**src/rtl/core/gfah_pkg.sv**
```systemverilog
package gfah_pkg;

    localparam int ELEM_BITS     = 64;
    localparam int HASH_CTL_BITS = 7;
    localparam int CFG_IDX_BITS  = 3;

    // Horner steps folded into each pipeline stage
    localparam int STEP_BITS     = 8;
    localparam int HORNER_STAGES = ELEM_BITS / STEP_BITS;
    localparam int NUM_STAGES    = 2 * HORNER_STAGES;

    typedef enum logic [CFG_IDX_BITS-1:0] {
        REG_MULTIPLIER  = 3'd0,
        REG_ADDEND      = 3'd1,
        REG_MODULUS_LOW = 3'd2,
        REG_HASH_BITS   = 3'd3,
        REG_TARGET      = 3'd4
    } cfg_idx_t;

    typedef struct packed {
        logic [ELEM_BITS-1:0] element;
        logic                 is_last;
    } item_t;

endpackage

```
**src/rtl/core/gfah_stage.sv**
```systemverilog
module gfah_stage
    import gfah_pkg::*;
#(
    parameter int FIELD_BITS = 64,
    parameter int STAGE      = 0
)
(
    input  logic                  clk,
    input  logic                  rst_n,
    input  logic                  valid_in,
    output logic                  ready_out,
    output logic                  valid_out,
    input  logic                  ready_in,
    input  item_t                 item_in,
    input  logic [FIELD_BITS-1:0] ra_in,
    input  logic [FIELD_BITS-1:0] rx_in,
    input  logic [ELEM_BITS-1:0]  multiplier,
    input  logic [FIELD_BITS-1:0] mod_low,
    output item_t                 item_out,
    output logic [FIELD_BITS-1:0] ra_out,
    output logic [FIELD_BITS-1:0] rx_out
);

    // first half reduces the multiplier, second half multiplies the element
    localparam bit IS_X = (STAGE >= HORNER_STAGES);
    localparam int HI   = ELEM_BITS - 1 - STEP_BITS * (STAGE % HORNER_STAGES);

    function automatic logic [FIELD_BITS-1:0] xtime(input logic [FIELD_BITS-1:0] r,
                                                     input logic [FIELD_BITS-1:0] m);
        logic [FIELD_BITS-1:0] res;
        res = {r[FIELD_BITS-2:0], 1'b0};
        if (r[FIELD_BITS-1])
            res = res ^ m;
        return res;
    endfunction

    logic                  valid_reg;
    item_t                 item_reg;
    logic [FIELD_BITS-1:0] ra_reg;
    logic [FIELD_BITS-1:0] rx_reg;
    logic [FIELD_BITS-1:0] ra_next;
    logic [FIELD_BITS-1:0] rx_next;
    logic [STEP_BITS-1:0]  qbits;

    assign qbits     = IS_X ? item_in.element[HI -: STEP_BITS] : multiplier[HI -: STEP_BITS];
    assign ready_out = !valid_reg || ready_in;

    always_comb
    begin
        ra_next = ra_in;
        rx_next = rx_in;
        for (int i = 0; i < STEP_BITS; i++)
        begin
            if (IS_X)
            begin
                rx_next = xtime(rx_next, mod_low);
                if (qbits[STEP_BITS-1-i])
                    rx_next = rx_next ^ ra_in;
            end
            else
            begin
                ra_next = xtime(ra_next, mod_low);
                if (qbits[STEP_BITS-1-i])
                    ra_next = ra_next ^ FIELD_BITS'(1);
            end
        end
    end

    always_ff @(posedge clk or negedge rst_n)
    begin
        if (!rst_n)
            valid_reg <= 1'b0;
        else if (ready_out)
            valid_reg <= valid_in;
    end

    always_ff @(posedge clk)
    begin
        if (ready_out && valid_in)
        begin
            item_reg <= item_in;
            ra_reg   <= ra_next;
            rx_reg   <= rx_next;
        end
    end

    assign valid_out = valid_reg;
    assign item_out  = item_reg;
    assign ra_out    = ra_reg;
    assign rx_out    = rx_reg;

endmodule

```
**config.mk**
```make
export PLATFORM = sky130hd
export DESIGN_NAME = gfah_stage
export DESIGN_NICKNAME = d
export VERILOG_FILES = /design/src/rtl/core/gfah_pkg.sv /design/src/rtl/core/gfah_stage.sv
export SDC_FILE = /design/constraint.sdc
export NUM_CORES = 1
export LEC_CHECK = 0
export BUFFER_PORTS_ARGS = -buffer_cell sky130_fd_sc_hd__buf_2
export CORE_MARGIN = 8
export CORE_UTILIZATION = 35
export DETAILED_ROUTE_END_ITERATION = 7
export MAX_ROUTING_LAYER = met4
export PLACE_DENSITY = 0.59
export SETUP_SLACK_MARGIN = 0.02
export SYNTH_ARGS = -nofsm -noshare
export SYNTH_HDL_FRONTEND = slang
export SYNTH_SLANG_ARGS = --single-unit
```
**constraint.sdc**
```tcl
create_clock -name clk -period 6.85 [get_ports clk]
set_input_delay 0.3425 -clock clk [delete_from_list [all_inputs] [get_ports clk]]
set_output_delay 0.3425 -clock clk [all_outputs]
set_load 0.02 [all_outputs]
```
==> metrics.txt, run 1 <==
GPL Wtd Cong=between 0.9 and 1; Internal=between 3 and 4 mW; Net Switching=about 3.4 mW; total track usage=24.8%; clk slew on worst S/H paths=approximately 0.08 ns; Unique masters post-synth=65; top post-synthesis cells by count=clkbuf_1, xnor2_1, nand2_1; register area=between 5000 and 6000 sq um; Worst setup EP type=flip-flop; multi-input logic area=approximately 12000 sq um; Comb pwr share=61.2%; post_cts resized=0; Final Cycle Share=about three quarters; post-CTS setup buffers=0; fin nets=3050; worst skew pair latency=0.48 ns; DR WL/cell=between 20 and 25 microns; Slew Limit Fails=0; WP buf/inv=5; pin count of the biggest net entering global routing=128; layout cells sized above 1=roughly 24%; dominant synthesized flop cell=edfxtp_1; Top Family by Delay on Critical Path=buffers and inverters; die height=252 microns; htree depth=4; dpl hpwl=52.5 mm; area delta synth->final=21.3%; Initial Util=35.5%; routed via count=~21k; Clock power frac=between 10% and 20%; Syn Nets=2742; Fmax=around 190 MHz; crit-path cells=buf_2 -> buf_4 -> nand4bb_1 -> o221a_2 -> xor2_4 -> buf_4 -> nor2_1 -> xnor3_1 -> a21bo_1 -> mux2i_4 -> xnor2_4 -> buf_4 -> buf_4 -> a21oi_1 -> nor4_1 -> xnor2_1; Flop pwr share=between 20% and 30%; Final Critical Period=5.25 ns; fill count=5440; Yosys reg bits=~190; WP data required=7.07 ns; most common cell in the netlist=clkbuf_1; PwrDens=between 200 and 300 nW/um^2; EDFF count, synth=193; die width=between 200 and 300 microns; CTS tree=built; Final ANT Viol Nets=0; final setup vio count=0; DR iter-0 viols=about 2.1k; crit path DAT=5.47 ns; Avg Vias per Cell=around 5.9; routed wire length=roughly 80 mm; Clock Tree Buf Depth=2; synth top area cells=edfxtp_1, xnor2_1, a32oi_1; total global routing overflow=0; final hold vios=0; mean area per synthesized cell=8.08 sq um; DRC=0; Max Cap Violations=0; Top Ports=520; Sink Count=about 190; Post-synth ARST share=less than 1%; Startpoint Class=input pin; drt pass-1 iters=6; Slew @ Worst Pin=roughly 1 ns; cell mode on critical path=buf_4; vias in the first global route=about 20k; root buffer cell=clkbuf_16; area leader, netlist=edfxtp_1; sequential area share after synthesis=29.8%; die area=around 64000 sq um; RSZ-0062 raised after global routing=false; Syn. warnings=0; mapped cell area=about 20000 sq um; first-pass GRT wire length=121 mm; Slowest cell on crit path=buf_4; hold_buf cts=around 120; kind of critical path=in2reg; setup TNS=0 ns; Sw Ratio=47.6%; final instance area=23700 sq um; relative slew slack=between 30% and 40%; clk_skew=0.00891 ns; Site Rows=86; placed cell area=21900 sq um; reg2reg setup slack=4.77 ns; HP Class=in2reg; VDD IR max=0.274 mV; Mapped Cells=approximately 2.4k; CP peak stage delay=between 0.7 and 0.8 ns; I/O Buffers=between 400 and 500; initial antenna violation count=20; smallest hold slack=approximately 0.045 ns; Core ar.=around 55000 sq um; status=completed; Yosys top cell area share=between 20% and 30%; maximum fanout along the worst path=80; Pleak=just under 9 nW; TritonCTS buffer count=17
per-stage QoR:
step,utilization (%),setup slack (ns),cells,power [mW]
floorplan,-,1.13,2417,4.81
global route,43.0,1.38,3507,7.48
global placement,39.7,1.27,3337,5.93
detailed placement,39.7,1.18,3337,5.99
CTS,42.9,1.71,3486,7.12
finish,43.0,1.60,3509,7.10
power groups by stage:
stage,Sequential (mW),Combinational [mW],Clock (mW)
2_1_floorplan,2.04,2.76,0
3_5_place_dp,1.76,4.23,0
4_1_cts,1.73,4.31,1.07
5_1_grt,1.75,4.62,1.10
6_report,1.73,4.35,1.03
3_3_place_gp,1.75,4.18,0
state kept, by name, indices dropped and copies added, names as in the netlist:
name / flops
item_out: 65
rx_out: 64
valid_out: 1
ra_out: 64
layout make-up:
type / instances / area share (%)
Tap cell: 748 / 3.95
Clock buffer: 18 / 1.81
Inverter: 65 / 1.03
Antenna cell: 23 / 0.243
Timing Repair Buffer: 621 / 16.2
Multi-Input combinational cell: 1826 / 51.5
Sequential cell: 194 / 24.6
Clock inverter: 14 / 0.686
cell usage in the layout (no fill, tap or decap), types with 3 or more instances in the layout:
master         instances
inv_8                  4
buf_12                 3
a31oi_1                4
nor2_1               190
nor4_1                84
a21oi_1              123
inv_6                  3
nand2_2                4
nand3b_1               4
nor4_2                35
mux2_2                62
clkinv_4               3
nand3_1               70
a22o_1                55
xor2_1                 4
a32oi_1              118
o211ai_1               3
edfxtp_1             193
a211oi_1             123
mux2i_1               57
clkinv_8               4
clkbuf_16             17
buf_4                 39
xnor2_4                3
diode_2               23
nor3_1                71
nand2b_1               6
and3_1                 4
o22ai_1               63
xnor2_1              253
o21ai_0              185
dlygate4sd3_1        117
o31ai_1               58
buf_2                461
nand2_1              206
inv_1                 61
cell families (layout without fill, tap and decap cells):
family	after synthesis	count (layout)	synth area share (%)
simple gates	687	687	17.2
buf+inv	397	718	8.19
xor+xnor	265	265	12.3
flops	194	194	29.8
compound gates	753	753	25.8
mux	121	121	6.67
other cells	0	23	0
routing by layer:
layer | routed length, microns | GRT usage, % | vias up | share of wire, %
met3 | 7880 | 6.03 | 159 | 9.8
met1 | 31900 | 29.7 | 9842 | 40
met5 | 0 | - | - | 0
li1 | - | - | 9650 | -
met4 | 2490 | 9.34 | 0 | 3.1
met2 | 38400 | 40.1 | 1207 | 48
worst paths after layout:
check	to	depth (start not counted)	from
max in group asynchronous	valid_out	2	rst_n
setup / recovery	ra_out[58]	16	ra_in[62]
hold reg to reg	valid_out	2	valid_out
setup reg to reg	item_out[28]	3	valid_out
hold / removal	item_out[12]	1	item_in[12]
min in group asynchronous	valid_out	2	rst_n
(Power assumes the default switching activity.)
==> run 2: changes to the inputs <==
Settings changed: PLACE_DENSITY 0.59 to 0.61.
Clock period 6.85 ns to 4.5 ns, I/O delays scaled along.
==> run 2 against run 1 <==
Design area is 2.1% higher; largest cell class unchanged; sequential power is 53% higher; critical endpoint is now ra_out[35]; first-iteration DRC count is 20% higher; clock power is 54% higher; cell count is 1.1% higher; sequential cell count stayed put; total power is 56% higher; combinational power is 57% higher.
==> metrics.txt, run 2 (synthesis gave the netlist of run 1 again) <==
Core ar.=55100 sq um (unchanged); Worst setup EP type=flip-flop; htree depth=4 (unchanged); DR WL/cell=23.2 microns (+0.90%); die height=252 microns (unchanged); VDD IR max=0.373 mV (+36%); I/O Buffers=463 (unchanged); final hold vios=0 (unchanged); Final Critical Period=between 3 and 4 ns; kind of critical path=in2reg; WP buf/inv=4 (-1); initial antenna violation count=18 (-10%); RSZ-0062 raised after global routing=false; cell mode on critical path=buf_4; Initial Util=35.5% (unchanged); placed cells=3365 (+0.84%); TritonCTS buffer count=17 (unchanged); CTS tree=built; CP peak stage delay=0.50 ns (-0.24 ns); HP Class=in2reg; Top Ports=520 (unchanged); setup TNS=0 ns (unchanged); die area=63600 sq um (unchanged); commonest non-fill, non-tap cells in the layout=buf_2, xnor2_1, nand2_1; crit path DAT=3.98 ns (-1.49 ns); final setup vio count=0 (unchanged); area delta synth->final=23.9%; placed cell area=22200 sq um (+1.6%); Final Instance Count excl. Fillers=3547 (+1.1%); GPL Wtd Cong=0.900 (-3.9%); status=completed; routed via count=21.0k (+0.86%); Slew Limit Fails=0 (unchanged); routed wire length=82.3 mm (+2.0%); Startpoint Class=input pin; Sink Count=194 (unchanged); first-pass GRT wire length=124 mm (+2.4%); maximum fanout along the worst path=35 (-56%); post-CTS setup buffers=0 (unchanged); Avg Vias per Cell=5.93 (-0.22%); final instance area=24200 sq um (+2.1%); crit-path cells=buf_2 -> nand2_1 -> a21oi_1 -> o31a_1 -> o32a_1 -> nand3_2 -> buf_4 -> xnor2_4 -> buf_4 -> nand2_2 -> buf_4 -> mux2_2 -> o22ai_1 -> a32oi_1 -> xnor2_1 -> xnor2_1; total global routing overflow=0 (unchanged); Slew @ Worst Pin=1.02 ns (+0.0362 ns); root buffer cell=clkbuf_16; fill count=5353 (-1.6%); drt pass-1 iters=6 (unchanged); DRC=0 (unchanged); Pleak=8.96 nW (+2.8%); Fmax=around 260 MHz; Final Cycle Share=approximately 84%; clk slew on worst S/H paths=0.08 ns (about the same); clk_skew=0.0268 ns (+0.0179 ns); WP data required=4.70 ns (-2.37 ns); fin nets=3092 (+1.4%); total track usage=25.4% (+0.59 points); worst skew pair latency=0.50 ns (+0.02 ns); relative slew slack=32.0% (-2.4 points); Site Rows=86 (unchanged); PwrDens=458 nW/um^2 (+53%); pin count of the biggest net entering global routing=95 (-26%); DR iter-0 viols=2562 (+20%); layout cells sized above 1=24.8% (+0.64 points); commonest non-fill, non-tap cell in the layout=buf_2; Final ANT Viol Nets=0 (unchanged); Top Family by Delay on Critical Path=buffers and inverters; Max Cap Violations=0 (unchanged); dpl hpwl=53.7 mm (+2.3%); Slowest cell on crit path=buf_4; max FFs per register=65 (unchanged); vias in the first global route=19.9k (+0.32%); Clock Tree Buf Depth=2 (unchanged); die width=252 microns (unchanged)
-- run 2: cell types whose count changed in the layout (fill, tap and decap cells not counted) --
cell	change
clkinv_4	-1
clkinv_8	+2
nand2_2	+1
clkinvlp_4	+1
inv_8	-2
buf_12	+12
diode_2	-4
nand2_4	-1
dlygate4sd3_1	+14
buf_4	+16
-- run 2: repair_timing --
action	CTS	global route
hold buffers	131	0
resized for setup	0	0
endpoints found under the hold margin	131	0
setup endpoints to repair	0	0
-- run 2: worst paths after layout --
check	start	to	slack (ns)	cells past startpoint
setup / recovery	mod_low[61]	ra_out[35]	0.72	16
hold / removal	multiplier[56]	ra_out[0]	0.03	2
setup reg to reg	valid_out	rx_out[49]	2.33	3
hold reg to reg	valid_out	valid_out	0.58	2
max in group asynchronous	rst_n	valid_out	4.35	2
min in group asynchronous	rst_n	valid_out	0.06	2
-- run 2: worst reg2reg max path, stage by stage (launching register included) --
cell and delay [ns]:
dfrtp_1 0.39, nand2b_1 0.13, and2_4 0.71, buf_12 0.52
-- run 2: cell type report --
class	count	area [sq um]	area share [%]
multi-input combinational	1826	12200	50.4
sequential	194	5820	24.1
timing repair buffer	663	4340	18.0
tap	748	936	3.87
clock buffer	18	429	1.77
inverter	65	245	1.01
clock inverter	14	171	0.708
antenna	19	47.5	0.197
-- run 2: per-stage QoR --
step / power [mW] / setup slack (ns) / hold WS, ns / util [%]
final: 11.1 / 0.720 / 0.0304 / 43.9
after detailed placement: 9.34 / 0.262 / 0.00182 / 40.4
after floorplan: 7.31 / 0.850 / -0.0706 / -
after global placement: 9.29 / 0.303 / 0.00133 / 40.4
after global routing: 11.7 / 0.403 / 0.0209 / 43.9
after CTS: 11.1 / 0.797 / 0.00104 / 43.8
-- run 2: per-layer routing --
| layer | vias to the layer above | track usage [%] | wire [microns] |
|---|---|---|---|
| met1 | 9967 | 30.8 | 32800 |
| met5 | - | - | 0 |
| met3 | 133 | 5.69 | 7730 |
| li1 | 9737 | - | - |
| met2 | 1201 | 41.3 | 39600 |
| met4 | 0 | 8.65 | 2140 |
-- run 2: power breakdown --
part,switching (mW),internal [mW]
sequential,0.101,2.54
combinational,4.23,2.61
clock,0.844,0.749
